--- src/rtl/wcma_pkg.sv ---
// Shared constants, register codes and control structs of the weighted moving average unit.
package wcma_pkg;

  localparam int MAX_HALF_DEF    = 31;
  localparam int SAMPLE_BITS_DEF = 16;
  localparam int WEIGHT_BITS_DEF = 16;

  // A weight of one in Q8.8, and the bits it needs.
  localparam int UNIT_WEIGHT   = 256;
  localparam int UNIT_WEIGHT_W = 9;

  // Sums are kept modulo 2^64 at the very largest parameter values.
  localparam int ACC_CAP = 64;

  localparam int HALF_W     = 5;
  localparam int CFG_IDX_W  = 1;
  localparam int CFG_DATA_W = 5;

  typedef enum logic [CFG_IDX_W-1:0] {
    REG_HALF_WINDOW = 1'b0,
    REG_USE_WEIGHTS = 1'b1
  } cfg_reg_t;

  typedef struct packed {
    logic clr;
    logic en;
  } mac_ctl_t;

  typedef struct packed {
    logic busy;
    logic done;
  } div_stat_t;

endpackage

--- src/rtl/wcma_if.sv ---
// Handshake interfaces for the input, result and register write channels.
interface wcma_in_if #(
  parameter int SAMPLE_BITS = wcma_pkg::SAMPLE_BITS_DEF,
  parameter int WEIGHT_BITS = wcma_pkg::WEIGHT_BITS_DEF
);
  logic                          valid;
  logic                          ready;
  logic signed [SAMPLE_BITS-1:0] sample;
  logic        [WEIGHT_BITS-1:0] weight;
  logic                          sample_valid;
  logic                          end_of_record;

  modport source (output valid, sample, weight, sample_valid, end_of_record, input ready);
  modport sink   (input valid, sample, weight, sample_valid, end_of_record, output ready);
endinterface

interface wcma_out_if #(
  parameter int SAMPLE_BITS = wcma_pkg::SAMPLE_BITS_DEF
);
  logic                          valid;
  logic                          ready;
  logic signed [SAMPLE_BITS-1:0] mean;
  logic                          no_value;
  logic                          last;

  modport source (output valid, mean, no_value, last, input ready);
  modport sink   (input valid, mean, no_value, last, output ready);
endinterface

interface wcma_cfg_if;
  logic                             valid;
  logic                             ready;
  logic [wcma_pkg::CFG_IDX_W-1:0]   index;
  logic [wcma_pkg::CFG_DATA_W-1:0]  data;

  modport source (output valid, index, data, input ready);
  modport sink   (input valid, index, data, output ready);
endinterface

--- src/rtl/wcma_ring.sv ---
// Ring memory holding the recent samples and effective weights of the record.
module wcma_ring #(
  parameter int DEPTH  = 2 * wcma_pkg::MAX_HALF_DEF + 1,
  parameter int DATA_W = wcma_pkg::SAMPLE_BITS_DEF + wcma_pkg::WEIGHT_BITS_DEF,
  localparam int IDX_W = $clog2(DEPTH)
) (
  input  logic              clk,
  input  logic              rst_n,
  input  logic              wr_en,
  input  logic [IDX_W-1:0]  wr_addr,
  input  logic [DATA_W-1:0] wr_data,
  input  logic              rd_en,
  input  logic [IDX_W-1:0]  rd_addr,
  output logic [DATA_W-1:0] rd_data,
  output logic              rd_vld
);

  logic [DATA_W-1:0] mem [DEPTH];
  logic [DATA_W-1:0] rd_data_r;
  logic              rd_vld_r;

  always_ff @(posedge clk) begin
    if (wr_en) begin
      mem[wr_addr] <= wr_data;
    end
    if (rd_en) begin
      rd_data_r <= mem[rd_addr];
    end
  end

  always_ff @(posedge clk) begin
    if (!rst_n) begin
      rd_vld_r <= 1'b0;
    end else begin
      rd_vld_r <= rd_en;
    end
  end

  assign rd_data = rd_data_r;
  assign rd_vld  = rd_vld_r;

endmodule

--- src/rtl/wcma_mac.sv ---
// Multiply-accumulate pipeline that sums weight times sample and the weights of one window.
module wcma_mac #(
  parameter int SAMPLE_BITS = wcma_pkg::SAMPLE_BITS_DEF,
  parameter int EFF_W       = wcma_pkg::WEIGHT_BITS_DEF,
  parameter int ACC_W       = 38,
  parameter int WS_W        = 22
) (
  input  logic                          clk,
  input  logic                          rst_n,
  input  wcma_pkg::mac_ctl_t            ctl,
  input  logic signed [SAMPLE_BITS-1:0] sample,
  input  logic        [EFF_W-1:0]       weight,
  output logic signed [ACC_W-1:0]       acc,
  output logic        [WS_W-1:0]        wsum,
  output logic                          busy
);

  logic signed [SAMPLE_BITS+EFF_W:0] prod_r;
  logic        [EFF_W-1:0]           wt1_r;
  logic                              v1_r;
  logic signed [ACC_W-1:0]           acc_r;
  logic        [WS_W-1:0]            wsum_r;

  always_ff @(posedge clk) begin
    if (!rst_n) begin
      v1_r <= 1'b0;
    end else begin
      v1_r <= ctl.en;
    end
  end

  always_ff @(posedge clk) begin
    if (ctl.en) begin
      prod_r <= sample * $signed({1'b0, weight});
      wt1_r  <= weight;
    end
    if (ctl.clr) begin
      acc_r  <= '0;
      wsum_r <= '0;
    end else if (v1_r) begin
      acc_r  <= acc_r + ACC_W'(prod_r);
      wsum_r <= wsum_r + WS_W'(wt1_r);
    end
  end

  assign acc  = acc_r;
  assign wsum = wsum_r;
  assign busy = v1_r;

endmodule

--- src/rtl/wcma_div.sv ---
// Restoring divider that shifts in one dividend bit and yields one quotient bit per cycle.
module wcma_div #(
  parameter int QW   = wcma_pkg::SAMPLE_BITS_DEF + 1,
  parameter int WS_W = 22
) (
  input  logic                 clk,
  input  logic                 rst_n,
  input  logic                 start,
  input  logic [WS_W-1:0]      rem_init,
  input  logic [QW-1:0]        lo_init,
  input  logic [WS_W-1:0]      divisor,
  output logic [QW-1:0]        quotient,
  output wcma_pkg::div_stat_t  stat
);

  localparam int STEP_W = $clog2(QW);

  logic [WS_W-1:0]   rem_r;
  logic [QW-1:0]     lo_r;
  logic [WS_W-1:0]   div_r;
  logic [STEP_W-1:0] step_r;
  logic              run_r;
  logic              done_r;
  logic [WS_W:0]     cat;
  logic [WS_W:0]     diff;
  logic              ge;

  always_comb begin
    cat  = {rem_r, lo_r[QW-1]};
    diff = cat - {1'b0, div_r};
    ge   = (cat >= {1'b0, div_r});
  end

  always_ff @(posedge clk) begin
    if (!rst_n) begin
      run_r  <= 1'b0;
      done_r <= 1'b0;
    end else begin
      done_r <= 1'b0;
      if (start) begin
        run_r <= 1'b1;
      end else if (run_r && step_r == STEP_W'(QW - 1)) begin
        run_r  <= 1'b0;
        done_r <= 1'b1;
      end
    end
  end

  // The dividend register fills with quotient bits from the bottom as it empties at the top.
  always_ff @(posedge clk) begin
    if (start) begin
      rem_r  <= rem_init;
      lo_r   <= lo_init;
      div_r  <= divisor;
      step_r <= '0;
    end else if (run_r) begin
      rem_r  <= ge ? diff[WS_W-1:0] : cat[WS_W-1:0];
      lo_r   <= {lo_r[QW-2:0], ge};
      step_r <= step_r + STEP_W'(1);
    end
  end

  assign quotient  = lo_r;
  assign stat.busy = run_r;
  assign stat.done = done_r;

endmodule

--- src/rtl/weighted_centered_moving_average_unit.sv ---
// Top level of the weighted centred moving average unit: sequencer, registers and result stage.
//
//   Channel  Role    Carries
//   in_ch    sink    sample, weight, sample_valid, end_of_record
//   out_ch   source  mean, no_value, last
//   cfg_ch   sink    index, data (half_window, use_weights); always ready
//
// An input that yields no result is taken without leaving the idle state. For each result
// the ring memory gives one entry per cycle of the clipped window (up to 2h+1 entries) to
// the multiply-accumulate, and the divider makes one quotient bit per cycle. A record's
// last input flushes up to h+1 results in turn.
// Reset is synchronous and active low; it restores half_window to 1 and use_weights to 0
// and empties the record, so the ring needs no clearing pass.
// A stalled result holds the sequencer; a new request is taken once all results of the
// previous one are computed, even while the final one still waits on out_ch.
module weighted_centered_moving_average_unit #(
  parameter int MAX_HALF    = wcma_pkg::MAX_HALF_DEF,
  parameter int SAMPLE_BITS = wcma_pkg::SAMPLE_BITS_DEF,
  parameter int WEIGHT_BITS = wcma_pkg::WEIGHT_BITS_DEF
) (
  input  logic        clk,
  input  logic        rst_n,
  wcma_in_if.sink     in_ch,
  wcma_out_if.source  out_ch,
  wcma_cfg_if.sink    cfg_ch
);

  localparam int RING_DEPTH = 2 * MAX_HALF + 1;
  localparam int IDX_W      = $clog2(RING_DEPTH);
  localparam int CNT_W      = $clog2(RING_DEPTH + 1);
  localparam int H_W        = $clog2(MAX_HALF + 1);
  localparam int EFF_W      = (WEIGHT_BITS > wcma_pkg::UNIT_WEIGHT_W) ?
                              WEIGHT_BITS : wcma_pkg::UNIT_WEIGHT_W;
  localparam int ACC_FULL   = SAMPLE_BITS + EFF_W + IDX_W;
  localparam int ACC_W      = (ACC_FULL > wcma_pkg::ACC_CAP) ? wcma_pkg::ACC_CAP : ACC_FULL;
  localparam int WS_W       = EFF_W + IDX_W;
  localparam int QW         = SAMPLE_BITS + 1;
  localparam int DATA_W     = SAMPLE_BITS + EFF_W;

  typedef enum logic [5:0] {
    S_IDLE = 6'b000001,
    S_SUM  = 6'b000010,
    S_NEG  = 6'b000100,
    S_CHK  = 6'b001000,
    S_DIV  = 6'b010000,
    S_EMIT = 6'b100000
  } state_t;

  state_t                         state_r, state_nxt;
  logic [wcma_pkg::HALF_W-1:0]    half_r, half_nxt;
  logic                           use_w_r, use_w_nxt;
  logic [CNT_W-1:0]               cnt_r, cnt_nxt;
  logic [IDX_W-1:0]               head_r, head_nxt;
  logic [IDX_W-1:0]               newest_r, newest_nxt;
  logic [CNT_W-1:0]               wcnt_r, wcnt_nxt;
  logic [H_W-1:0]                 h_r, h_nxt;
  logic [H_W-1:0]                 d_r, d_nxt;
  logic                           eor_r, eor_nxt;
  logic [IDX_W-1:0]               off_r, off_nxt;
  logic [IDX_W-1:0]               idx_r, idx_nxt;
  logic                           issue_r, issue_nxt;
  logic                           neg_r, neg_nxt;
  logic                           wzero_r, wzero_nxt;
  logic                           ovf_r, ovf_nxt;
  logic [ACC_W-1:0]               mag_r, mag_nxt;
  logic                           out_vld_r, out_vld_nxt;
  logic signed [SAMPLE_BITS-1:0]  mean_r, mean_nxt;
  logic                           nov_r, nov_nxt;
  logic                           last_r, last_nxt;

  logic                           in_acc;
  logic                           out_free;
  logic [H_W-1:0]                 h_eff;
  logic [CNT_W-1:0]               cnt_inc;
  logic [H_W-1:0]                 d_eor;
  logic [IDX_W-1:0]               reach;
  logic [IDX_W-1:0]               lim;
  logic [IDX_W-1:0]               hi;
  logic [IDX_W-1:0]               idx_dec;
  logic [ACC_W-1:0]               hi_part;
  logic                           ovf_c;
  logic                           sat_pos;
  logic                           sat_neg;
  logic signed [SAMPLE_BITS-1:0]  mean_c;

  logic signed [SAMPLE_BITS-1:0]  wr_sample;
  logic [EFF_W-1:0]               wr_weight;
  logic                           wr_en;
  logic                           rd_en;
  logic [DATA_W-1:0]              rd_data;
  logic                           ring_vld;
  wcma_pkg::mac_ctl_t             mac_ctl;
  logic signed [ACC_W-1:0]        acc;
  logic [WS_W-1:0]                wsum;
  logic                           mac_busy;
  logic                           div_start;
  logic [QW-1:0]                  quotient;
  wcma_pkg::div_stat_t            div_stat;

  assign in_acc    = in_ch.valid && in_ch.ready;
  assign out_free  = !out_vld_r || out_ch.ready;

  always_comb begin
    h_eff   = (32'(half_r) > MAX_HALF) ? H_W'(MAX_HALF) : H_W'(half_r);
    cnt_inc = (cnt_r < CNT_W'(RING_DEPTH)) ? cnt_r + CNT_W'(1) : cnt_r;
    d_eor   = (CNT_W'(h_eff) < cnt_inc - CNT_W'(1)) ? h_eff : H_W'(cnt_inc - CNT_W'(1));
    // The window runs from the newest entry back to offset d+h, but not past the record start.
    reach   = IDX_W'(d_r) + IDX_W'(h_r);
    lim     = IDX_W'(wcnt_r - CNT_W'(1));
    hi      = (reach < lim) ? reach : lim;
    idx_dec = (idx_r == '0) ? IDX_W'(RING_DEPTH - 1) : idx_r - IDX_W'(1);
    hi_part = mag_r >> QW;
    ovf_c   = (hi_part >= ACC_W'(wsum));
  end

  always_comb begin
    wr_sample = in_ch.sample_valid ? in_ch.sample : '0;
    if (!in_ch.sample_valid) begin
      wr_weight = '0;
    end else if (use_w_r) begin
      wr_weight = EFF_W'(in_ch.weight);
    end else begin
      wr_weight = EFF_W'(wcma_pkg::UNIT_WEIGHT);
    end
  end

  always_comb begin
    sat_pos = ovf_r || (quotient > {2'b00, {(SAMPLE_BITS-1){1'b1}}});
    sat_neg = ovf_r || (quotient > {2'b01, {(SAMPLE_BITS-1){1'b0}}});
    if (wzero_r) begin
      mean_c = '0;
    end else if (neg_r) begin
      mean_c = sat_neg ? {1'b1, {(SAMPLE_BITS-1){1'b0}}} :
                         SAMPLE_BITS'(~quotient + QW'(1));
    end else begin
      mean_c = sat_pos ? {1'b0, {(SAMPLE_BITS-1){1'b1}}} : SAMPLE_BITS'(quotient);
    end
  end

  always_comb begin
    state_nxt   = state_r;
    half_nxt    = half_r;
    use_w_nxt   = use_w_r;
    cnt_nxt     = cnt_r;
    head_nxt    = head_r;
    newest_nxt  = newest_r;
    wcnt_nxt    = wcnt_r;
    h_nxt       = h_r;
    d_nxt       = d_r;
    eor_nxt     = eor_r;
    off_nxt     = off_r;
    idx_nxt     = idx_r;
    issue_nxt   = issue_r;
    neg_nxt     = neg_r;
    wzero_nxt   = wzero_r;
    ovf_nxt     = ovf_r;
    mag_nxt     = mag_r;
    out_vld_nxt = out_vld_r && !out_ch.ready;
    mean_nxt    = mean_r;
    nov_nxt     = nov_r;
    last_nxt    = last_r;
    wr_en       = 1'b0;
    rd_en       = 1'b0;
    mac_ctl.clr = 1'b0;
    mac_ctl.en  = ring_vld;
    div_start   = 1'b0;

    if (cfg_ch.valid && cfg_ch.ready) begin
      unique case (wcma_pkg::cfg_reg_t'(cfg_ch.index))
        wcma_pkg::REG_HALF_WINDOW: half_nxt  = cfg_ch.data[wcma_pkg::HALF_W-1:0];
        wcma_pkg::REG_USE_WEIGHTS: use_w_nxt = cfg_ch.data[0];
        default: ;
      endcase
    end

    unique case (state_r)
      S_IDLE: begin
        if (in_acc) begin
          wr_en      = 1'b1;
          head_nxt   = (head_r == IDX_W'(RING_DEPTH - 1)) ? '0 : head_r + IDX_W'(1);
          newest_nxt = head_r;
          wcnt_nxt   = cnt_inc;
          h_nxt      = h_eff;
          eor_nxt    = in_ch.end_of_record;
          cnt_nxt    = in_ch.end_of_record ? '0 : cnt_inc;
          if (in_ch.end_of_record || cnt_inc > CNT_W'(h_eff)) begin
            d_nxt       = in_ch.end_of_record ? d_eor : h_eff;
            off_nxt     = '0;
            idx_nxt     = head_r;
            issue_nxt   = 1'b1;
            mac_ctl.clr = 1'b1;
            state_nxt   = S_SUM;
          end
        end
      end
      S_SUM: begin
        if (issue_r) begin
          rd_en   = 1'b1;
          off_nxt = off_r + IDX_W'(1);
          idx_nxt = idx_dec;
          if (off_r == hi) begin
            issue_nxt = 1'b0;
          end
        end else if (!ring_vld && !mac_busy) begin
          state_nxt = S_NEG;
        end
      end
      S_NEG: begin
        neg_nxt   = acc[ACC_W-1];
        mag_nxt   = acc[ACC_W-1] ? ~ACC_W'(acc) + ACC_W'(1) : ACC_W'(acc);
        wzero_nxt = (wsum == '0);
        state_nxt = S_CHK;
      end
      S_CHK: begin
        if (wzero_r) begin
          state_nxt = S_EMIT;
        end else if (ovf_c) begin
          // The quotient is known to exceed the result range; skip the divider.
          ovf_nxt   = 1'b1;
          state_nxt = S_EMIT;
        end else if (!div_stat.busy) begin
          ovf_nxt   = 1'b0;
          div_start = 1'b1;
          state_nxt = S_DIV;
        end
      end
      S_DIV: begin
        if (div_stat.done) begin
          state_nxt = S_EMIT;
        end
      end
      S_EMIT: begin
        if (out_free) begin
          out_vld_nxt = 1'b1;
          mean_nxt    = mean_c;
          nov_nxt     = wzero_r;
          last_nxt    = eor_r && (d_r == '0);
          // Only the last input of a record flushes further results.
          if (d_r == '0 || !eor_r) begin
            state_nxt = S_IDLE;
          end else begin
            d_nxt       = d_r - H_W'(1);
            off_nxt     = '0;
            idx_nxt     = newest_r;
            issue_nxt   = 1'b1;
            mac_ctl.clr = 1'b1;
            state_nxt   = S_SUM;
          end
        end
      end
      default: state_nxt = S_IDLE;
    endcase
  end

  always_ff @(posedge clk) begin
    if (!rst_n) begin
      state_r   <= S_IDLE;
      half_r    <= wcma_pkg::HALF_W'(1);
      use_w_r   <= 1'b0;
      cnt_r     <= '0;
      head_r    <= '0;
      issue_r   <= 1'b0;
      out_vld_r <= 1'b0;
    end else begin
      state_r   <= state_nxt;
      half_r    <= half_nxt;
      use_w_r   <= use_w_nxt;
      cnt_r     <= cnt_nxt;
      head_r    <= head_nxt;
      issue_r   <= issue_nxt;
      out_vld_r <= out_vld_nxt;
    end
  end

  always_ff @(posedge clk) begin
    newest_r <= newest_nxt;
    wcnt_r   <= wcnt_nxt;
    h_r      <= h_nxt;
    d_r      <= d_nxt;
    eor_r    <= eor_nxt;
    off_r    <= off_nxt;
    idx_r    <= idx_nxt;
    neg_r    <= neg_nxt;
    wzero_r  <= wzero_nxt;
    ovf_r    <= ovf_nxt;
    mag_r    <= mag_nxt;
    mean_r   <= mean_nxt;
    nov_r    <= nov_nxt;
    last_r   <= last_nxt;
  end

  wcma_ring #(
    .DEPTH  (RING_DEPTH),
    .DATA_W (DATA_W)
  ) u_ring (
    .clk     (clk),
    .rst_n   (rst_n),
    .wr_en   (wr_en),
    .wr_addr (head_r),
    .wr_data ({wr_sample, wr_weight}),
    .rd_en   (rd_en),
    .rd_addr (idx_r),
    .rd_data (rd_data),
    .rd_vld  (ring_vld)
  );

  wcma_mac #(
    .SAMPLE_BITS (SAMPLE_BITS),
    .EFF_W       (EFF_W),
    .ACC_W       (ACC_W),
    .WS_W        (WS_W)
  ) u_mac (
    .clk    (clk),
    .rst_n  (rst_n),
    .ctl    (mac_ctl),
    .sample (rd_data[DATA_W-1:EFF_W]),
    .weight (rd_data[EFF_W-1:0]),
    .acc    (acc),
    .wsum   (wsum),
    .busy   (mac_busy)
  );

  wcma_div #(
    .QW   (QW),
    .WS_W (WS_W)
  ) u_div (
    .clk      (clk),
    .rst_n    (rst_n),
    .start    (div_start),
    .rem_init (WS_W'(hi_part)),
    .lo_init  (mag_r[QW-1:0]),
    .divisor  (wsum),
    .quotient (quotient),
    .stat     (div_stat)
  );

  assign in_ch.ready     = (state_r == S_IDLE);
  assign cfg_ch.ready    = 1'b1;
  assign out_ch.valid    = out_vld_r;
  assign out_ch.mean     = mean_r;
  assign out_ch.no_value = nov_r;
  assign out_ch.last     = last_r;

endmodule

--- src/flat_wrapper.sv ---
// flat-port wrapper written by rule: the top's interface ports become plain ports
module weighted_centered_moving_average_unit_flat 
#(
  parameter int MAX_HALF    = wcma_pkg::MAX_HALF_DEF,
  parameter int SAMPLE_BITS = wcma_pkg::SAMPLE_BITS_DEF,
  parameter int WEIGHT_BITS = wcma_pkg::WEIGHT_BITS_DEF
)
  (clk, rst_n, in_ch_valid, in_ch_sample, in_ch_weight, in_ch_sample_valid, in_ch_end_of_record, in_ch_ready, out_ch_valid, out_ch_mean, out_ch_no_value, out_ch_last, out_ch_ready, cfg_ch_valid, cfg_ch_index, cfg_ch_data, cfg_ch_ready);
  wcma_in_if #(.SAMPLE_BITS(SAMPLE_BITS), .WEIGHT_BITS(WEIGHT_BITS)) in_ch_i ();
  wcma_out_if #(.SAMPLE_BITS(SAMPLE_BITS)) out_ch_i ();
  wcma_cfg_if cfg_ch_i ();
  input  logic clk;
  input  logic rst_n;
  input wire logic [$bits(in_ch_i.valid)-1:0] in_ch_valid;
  input wire logic [$bits(in_ch_i.sample)-1:0] in_ch_sample;
  input wire logic [$bits(in_ch_i.weight)-1:0] in_ch_weight;
  input wire logic [$bits(in_ch_i.sample_valid)-1:0] in_ch_sample_valid;
  input wire logic [$bits(in_ch_i.end_of_record)-1:0] in_ch_end_of_record;
  output wire logic [$bits(in_ch_i.ready)-1:0] in_ch_ready;
  output wire logic [$bits(out_ch_i.valid)-1:0] out_ch_valid;
  output wire logic [$bits(out_ch_i.mean)-1:0] out_ch_mean;
  output wire logic [$bits(out_ch_i.no_value)-1:0] out_ch_no_value;
  output wire logic [$bits(out_ch_i.last)-1:0] out_ch_last;
  input wire logic [$bits(out_ch_i.ready)-1:0] out_ch_ready;
  input wire logic [$bits(cfg_ch_i.valid)-1:0] cfg_ch_valid;
  input wire logic [$bits(cfg_ch_i.index)-1:0] cfg_ch_index;
  input wire logic [$bits(cfg_ch_i.data)-1:0] cfg_ch_data;
  output wire logic [$bits(cfg_ch_i.ready)-1:0] cfg_ch_ready;
  assign in_ch_i.valid = in_ch_valid;
  assign in_ch_i.sample = in_ch_sample;
  assign in_ch_i.weight = in_ch_weight;
  assign in_ch_i.sample_valid = in_ch_sample_valid;
  assign in_ch_i.end_of_record = in_ch_end_of_record;
  assign in_ch_ready = in_ch_i.ready;
  assign out_ch_valid = out_ch_i.valid;
  assign out_ch_mean = out_ch_i.mean;
  assign out_ch_no_value = out_ch_i.no_value;
  assign out_ch_last = out_ch_i.last;
  assign out_ch_i.ready = out_ch_ready;
  assign cfg_ch_i.valid = cfg_ch_valid;
  assign cfg_ch_i.index = cfg_ch_index;
  assign cfg_ch_i.data = cfg_ch_data;
  assign cfg_ch_ready = cfg_ch_i.ready;
  weighted_centered_moving_average_unit #(.MAX_HALF(MAX_HALF), .SAMPLE_BITS(SAMPLE_BITS), .WEIGHT_BITS(WEIGHT_BITS)) u_core (.clk(clk), .rst_n(rst_n), .in_ch(in_ch_i), .out_ch(out_ch_i), .cfg_ch(cfg_ch_i));
endmodule
--- config.mk ---
export PLATFORM = sky130hd
export DESIGN_NAME = weighted_centered_moving_average_unit_flat
export DESIGN_NICKNAME = d
export VERILOG_FILES = /design/src/rtl/wcma_pkg.sv /design/src/rtl/wcma_if.sv /design/src/rtl/wcma_ring.sv /design/src/rtl/wcma_mac.sv /design/src/rtl/wcma_div.sv /design/src/rtl/weighted_centered_moving_average_unit.sv /design/src/flat_wrapper.sv
export SDC_FILE = /design/constraint.sdc
export NUM_CORES = 2
export LEC_CHECK = 0
export ABC_CLOCK_PERIOD_IN_PS = 9450
export BUFFER_PORTS_ARGS = -buffer_cell sky130_fd_sc_hd__buf_2
export CORE_MARGIN = 2
export CORE_UTILIZATION = 50
export CTS_CLUSTER_DIAMETER = 60
export DETAILED_ROUTE_END_ITERATION = 12
export PLACE_DENSITY_LB_ADDON = 0.15
export RECOVER_POWER = 50
export SLEW_MARGIN = 10
export SYNTH_ARGS = -nofsm -noshare
export SYNTH_HDL_FRONTEND = slang
export SYNTH_HIERARCHICAL = 1
export SYNTH_SLANG_ARGS = --single-unit
--- constraint.sdc ---
create_clock -name clk -period 9.45 [get_ports clk]
set_input_delay 0.4725 -clock clk [delete_from_list [all_inputs] [get_ports clk]]
set_output_delay 0.4725 -clock clk [all_outputs]
set_load 0.005 [all_outputs]
# Word level (Yosys, flattened, before mapping)

Memory sizes are Yosys's and may differ from the RTL's. A register that Yosys moved wholly into a read port is not among the register bits.
Index checks and enable logic that the tools add are counted.

Equal/unequal tests: 19
Muxes and demuxes: 75
Order comparisons: 8
Bitwise operators: 5
$mul: 1
Reduce and logical (&&, ||, !) cells: 32
Add/sub/neg operators: 14

Operator list:

| kind                    | number |
|---|---|
| $mux W6                 | 24 |
| $mux W16                | 6 |
| $mux W21                | 2 |
| $add A38 B2 Y38 const B | 1 |
| $add A38 B33 Y38        | 1 |
| $not A38 Y38            | 1 |
| $mux W37                | 1 |
| $pmux W6 S3             | 2 |
| $pmux W6 S6             | 1 |
| $mux W17                | 2 |
| $mul A16 B17 Y33        | 1 |
| $mux W5                 | 6 |
| $mux W1                 | 26 |
| $ge A23 B22 Y1          | 1 |
| $add A22 B16 Y22        | 1 |
| $ge A21 B22 Y1          | 1 |
| $logic_not A22 Y1       | 1 |
| $mux W22                | 1 |
| $sub A22 B22 Y22        | 1 |
| $add A6 B1 Y6 const B   | 3 |
| $sub A6 B1 Y6 const B   | 3 |
| $gt A17 B15 Y1 const B  | 1 |
| $gt A17 B16 Y1 const B  | 1 |
| $add A16 B1 Y16 const B | 1 |
| 37 further kinds        | 65 |

Memories kept: 1
Output and inout port bits: 21
Bits of input ports: 45
Flip-flop bits (word level): 299
Bits in writable memories: 2,016
Logic and storage cells: 190

Memory list:

| name              | depth | width | read ports | clocked after Yosys merged registers in | wr ports | line            | RTL |
|---|---|---|---|---|---|---|---|
| u_core.u_ring.mem | 63    | 32    | 1          | 1                                       | 1        | wcma_ring.sv:18 | `logic [DATA_W-1:0] mem [DEPTH];` |

# Logic depth before layout (Yosys ltp)

Depth after elaboration: 9
Gate-level depth with buffers: 24
Gate-level depth less buffers: 23

# By module

Netlist, hierarchy kept.

By module, submodules not included:

| module                                | seq. area each (um^2) | instances | area an instance (um^2) | cells each |
|---|---|---|---|---|
| wcma_ring                             | 61,519.0              | 1         | 78,888.2                | 3,585 |
| wcma_mac                              | 2,692.6               | 1         | 15,351.0                | 1,699 |
| weighted_centered_moving_average_unit | 3,343.2               | 1         | 7,664.9                 | 788 |
| wcma_div                              | 1,971.9               | 1         | 4,221.5                 | 385 |

# Worst setup path before layout

OpenSTA, ideal clock, no wires.

Path kind: register to register
From: register u_core.u_ring.rd_data_r[31], in the netlist u_core/u_ring/rd_data[31] (read register of u_core.u_ring.mem)
To: register u_core.u_mac.prod_r[31], data pin
Setup time: 258 ps
Setup slack: 3,128 ps
Required time: 9,192 ps
Arrival time: 6,063 ps
Path buffers: 2
Period minus slack after synthesis: 6,322 ps
Cell stages (with the launch flop): 22
Cell sequence: edfxtp_1 inv_1 clkbuf_1 nor2_1 fa_1 fa_1 fa_1 fa_1 fa_1 inv_1 fa_1 inv_1 ha_1 buf_6 a21o_1 a21o_1 a2111oi_4 a31oi_1 a41oi_2 nor2_1 a211oi_2 xnor2_1

Word-level cells in the longest chain between the ends: 1

Ends and longest elaborated chain:

| item                 | line            | RTL |
|---|---|---|
| from (decl)          | wcma_ring.sv:19 | `logic [DATA_W-1:0] rd_data_r;` |
| $mul A16 B17 Y33     | wcma_mac.sv:34  | `prod_r <= sample * $signed({1'b0, weight});` |
| to (signal assigned) | wcma_mac.sv:34  |  |
| to (decl)            | wcma_mac.sv:18  | `logic signed [SAMPLE_BITS+EFF_W:0] prod_r;` |

No other way between the ends.
A chain may end at the register's enable or synchronous reset.

# Final worst setup path

From: register u_core.u_ring.rd_data_r[2], in the netlist u_core/u_ring/rd_data[2] (read register of u_core.u_ring.mem)
To: register u_core.u_mac.prod_r[31], data pin

Same word-level chain as after synthesis.

==> results.txt <==
----------------------------------------------------
[Synth]
  Syn Nets ... just under 7,000
  Number of distinct library cells after synthesis ... about 100
  Most common flop cell mapped by yosys ... sky130_fd_sc_hd__edfxtp_1
  Count of state elements after synthesis ... between 2,000 and 2,500
  Average cell area after synthesis ... approximately 16 µm²
  Number of cells produced by synthesis ... ~6,500
  Number of flops mapped to enable cells by yosys ... between 2,000 and 2,500
  Fraction of registers with async set or reset after synthesis ... 0%
  Synth Cell Area ... about 0.11 mm²
  Post-synthesis sequential area ratio ... between 60% and 70%
  Synth warnings ... 6

[Clock network]
  Clk_lat worst skew ... ~0.86 ns
  CTS H-Tree Depth ... 4
  TritonCTS clock tree ... built
  Quantity of gates resized following cts ... 0
  Total clock buffers created by CTS ... ~240
  Number of buffers inserted for hold repair after clock tree synthesis ... 11
  Clock sink count ... between 2,000 and 2,500
  Buffer levels on the longest clock path ... 3
  Post-CTS setup repair buffer count ... 0
  Root buffer cell ... sky130_fd_sc_hd__clkbuf_16
  Clock-pin slew reported for the worst setup and hold paths after clock tree synthesis ... ~0.060 ns

[Critical path]
  Max incr delay on CP ... 0.67 ns
  CP Data Required Time ... 10.02 ns
  Setup CP Type ... register to register
  Combined buffer and inverter count along the critical path ... 3
  Worst path most repeated cell ... sky130_fd_sc_hd__fa_1
  Critical Path, Cell by Cell ... clkbuf_1 -> and2_1 -> fa_1 -> fa_1 -> fa_1 -> fa_1 -> fa_1 -> inv_1 -> fa_1 -> inv_1 -> ha_1 -> a21o_1 -> a21o_1 -> a2111oi_4 -> a31oi_1 -> a41oi_2 -> nor2_1 -> a211oi_2 -> xnor2_1
  Critical path peak fanout ... 17
  Arrival time of the worst setup path ... ~7.5 ns
  Critical path endpoint category ... register
  Startpoint Class ... register
  Cell family with most CP delay ... adder cells
  Master of the slowest instance on the critical path ... sky130_fd_sc_hd__clkbuf_1

[Power and ir drop]
  Share of total power in sequential cells ... a little over two fifths
  Power density over the cells ... approximately 230 mW/mm²
  Clock network power share ... about a third
  Net switching power ... slightly below 8 mW
  Internal portion of total power ... around 19 mW
  Switching power as a share of total power ... between 20% and 30%
  Portion of total power attributed to combinational logic ... between 20% and 30%
  Leakage power summed over all cells ... around 42 nW
  VDD IR max ... between 0.2 and 0.25 mV

[Route]
  Final wirelength ... around 270,000 µm
  Routed vias ... roughly 58,000
  Total iterations of the first detailed-routing run ... 6
  Post-detailed-route DRC marker count ... 0
  Count of antenna-violating nets left after detailed routing ... 0
  Iteration-0 DRC Markers ... between 5,000 and 6,000
  Mean routed wirelength per cell ... ~28 µm
  Vias per std cell ... between 5 and 6

[Placed design]
  Routability congestion estimate from global placement ... slightly below 0.9
  Detailed-placement wirelength estimate ... 163,000 µm
  Buffers on Ports ... 64

[GRT]
  First-pass GRT wire length ... 397,000 µm
  Via count of the first global-routing pass ... 58,101
  Maximum number of pins on one net before global-route repair ... ~90
  Initial antenna violation count ... 12
  Total GRT Usage ... roughly a quarter
  Remaining Overflow, GRT ... 0

[Outcome]
  Outcome ... finished with violations
  Violated checks ... max-capacitance violations, max-slew violations

[Final layout]
  Signed area change from the synthesized netlist to the final layout ... 11.0%
  Fillers ... between 15,000 and 20,000
  Fraction of layout instances using a drive strength above 1 ... between 10% and 20%
  Net count, final ... 7,118

[Floorplan]
  Core outline area ... ~0.21 mm²
  Total Die Area ... 0.216 mm²
  Effective utilization at floorplan ... 50.2%
  Die extent in y ... ~460 µm
  Width of the die ... around 460 µm
  Ports ... 66
  Standard-cell rows ... between 150 and 200

[STA]
  Final hold violation count ... 0
  Final setup violation count ... 0
  Min Clock Period, post-route ... approximately 6.9 ns
  Skew final ... approximately 0.09 ns
  Max-slew violation count ... 2,203
  Worst hold margin ... about 0.075 ns
  Final clock period utilization by the worst path ... about 73%
  Worst rel slew slack ... -164%
  Summed negative setup slack over all endpoints ... 0 ns
  Top achievable clock speed ... around 150 MHz
  RSZ-0062 raised after global routing ... no
  Slew at the pin closest to its max-slew limit ... a little under 4 ns

[Run]
  Number of max-cap violations ... 36

[Hold path]
  Worst hold-check path type ... primary input to register

----------------------------------------------------
through the flow:
step           cell area, µm²  setup slack [ns]  instances  total power [mW]  util (%)
2_1_floorplan          106000              3.13       6457              16.3         -
3_3_place_gp           110000              2.76       9195              18.1      52.1
3_5_place_dp           110000              2.69       9195              18.2      52.1
4_1_cts                118000              2.67       9650              27.4      55.8
5_1_grt                118000              2.21       9651              28.2      55.7
6_report               118000              2.56       9655              27.2      55.7
area by class of cell:
class	count	area (µm²)	share of cell area [%]
clock buffer	285	6170	5.24
clock inverter	159	1500	1.27
timing repair buffer	240	1620	1.37
sequential	2347	69500	59.0
antenna	5	12.5	0.0106
tap	2821	3530	3.00
multi-input combinational	3453	34200	29.0
inverter	345	1300	1.10
registers in the layout, indices dropped and copies added, names as in the netlist, 5 cells and up:
register	flops
u_core/cnt_r	6
u_core/h_r	5
u_core/head_r	6
u_core/h_eff	5
u_core/u_div/step_r	5
u_core/u_div/div_r	22
u_core/u_mac/wsum	22
u_core/u_ring/rd_data	32
u_core/d_r	5
u_core/idx_r	6
u_core/state_r	6
u_core/u_ring/mem	2016
u_core/wcnt_r	6
u_core/newest_r	6
u_core/u_mac/acc	38
u_core/u_div/rem_r	22
u_core/u_mac/wt1_r	16
u_core/out_ch.mean	16
u_core/u_div/quotient	17
u_core/off_r	6
u_core/mag_r	38
u_core/u_mac/prod_r	33
per-layer routing:
metal,track usage [%],part of all wire (%),vias to the layer above
li1,-,-,25330
met1,33.5,41,30171
met2,42.7,50,1844
met3,4.00,6.4,376
met4,7.64,3.1,4
met5,0,0.0099,-
cells in the mapped netlist (65+ instances only):
master,number,share of area [%]
sky130_fd_sc_hd__inv_1,345,1.2
sky130_fd_sc_hd__dfxtp_1,95,1.8
sky130_fd_sc_hd__a21oi_1,174,0.82
sky130_fd_sc_hd__xnor2_1,113,0.93
sky130_fd_sc_hd__edfxtp_1,2252,64
sky130_fd_sc_hd__clkbuf_1,161,0.57
sky130_fd_sc_hd__o21ai_0,166,0.78
sky130_fd_sc_hd__nand2_1,353,1.2
sky130_fd_sc_hd__nor3_1,73,0.34
sky130_fd_sc_hd__mux2i_1,331,3.1
sky130_fd_sc_hd__ha_1,251,3.0
sky130_fd_sc_hd__mux4_2,422,9.0
sky130_fd_sc_hd__mux2_2,65,0.69
sky130_fd_sc_hd__and2_1,141,0.83
sky130_fd_sc_hd__nor2b_1,65,0.38
sky130_fd_sc_hd__nor2_1,299,1.1
sky130_fd_sc_hd__fa_1,198,3.7
worst paths after layout:
kind,from,endpoint,slack [ns],cells past startpoint
worst max-delay path,u_core/u_ring/rd_data[2],u_core/u_mac/prod_r[31],2.56,19
worst min-delay path,out_ch_ready,u_core/state_r[5],0.08,5
worst max register to register,u_core/u_ring/rd_data[2],u_core/u_mac/prod_r[31],2.56,19
worst min register to register,u_core/u_mac/acc[33],u_core/u_mac/acc[33],0.52,2
worst min-delay path, stage by stage:
cell and delay, ns:
sky130_fd_sc_hd__buf_2 0.07, sky130_fd_sc_hd__nor2b_1 0.03, sky130_fd_sc_hd__buf_4 0.15, sky130_fd_sc_hd__nand3_1 0.08
sky130_fd_sc_hd__o41ai_1 0.06
power by group through the flow:
stage	sequential, mW	combinational, mW	clock [mW]
finish	11.8	6.17	9.23
CTS	11.7	6.24	9.39
global placement	12.0	6.18	0
global route	11.8	6.65	9.77
detailed placement	12.0	6.20	0
floorplan	11.9	4.34	0
placed cells by master (no fill, tap or decap), types with 57 or more instances in the layout:
| cell type | synthesis | layout |
|---|---|---|
| sky130_fd_sc_hd__o21ai_0 | 166 | 167 |
| sky130_fd_sc_hd__o22ai_1 | 57 | 57 |
| sky130_fd_sc_hd__mux2i_1 | 331 | 331 |
| sky130_fd_sc_hd__nor2_4 | 0 | 61 |
| sky130_fd_sc_hd__fa_1 | 198 | 198 |
| sky130_fd_sc_hd__nor2b_1 | 65 | 64 |
| sky130_fd_sc_hd__clkbuf_16 | 0 | 240 |
| sky130_fd_sc_hd__mux4_2 | 422 | 422 |
| sky130_fd_sc_hd__nand2_1 | 353 | 353 |
| sky130_fd_sc_hd__ha_1 | 251 | 251 |
| sky130_fd_sc_hd__clkbuf_1 | 161 | 104 |
| sky130_fd_sc_hd__edfxtp_1 | 2252 | 2252 |
| sky130_fd_sc_hd__dfxtp_1 | 95 | 94 |
| sky130_fd_sc_hd__a21o_1 | 63 | 62 |
| sky130_fd_sc_hd__mux2_2 | 65 | 65 |
| sky130_fd_sc_hd__buf_4 | 46 | 113 |
| sky130_fd_sc_hd__xnor2_1 | 113 | 113 |
| sky130_fd_sc_hd__inv_1 | 345 | 344 |
| sky130_fd_sc_hd__nor2_1 | 299 | 237 |
| sky130_fd_sc_hd__a21oi_1 | 174 | 174 |
| sky130_fd_sc_hd__nor3_1 | 73 | 70 |
| sky130_fd_sc_hd__and2_1 | 141 | 121 |
cells by family after synthesis:
family                     synth area share [%]
DFF                                        65.5
and+or+nand+nor                            5.50
muxes                                      12.9
AOI/OAI and AO/OA                          5.29
buffers and inverters                      2.83
adders and majority gates                  6.69
xor gates and xnor gates                   1.29
other                                   0.00708
Note: power is estimated with default switching activity, not from simulation.
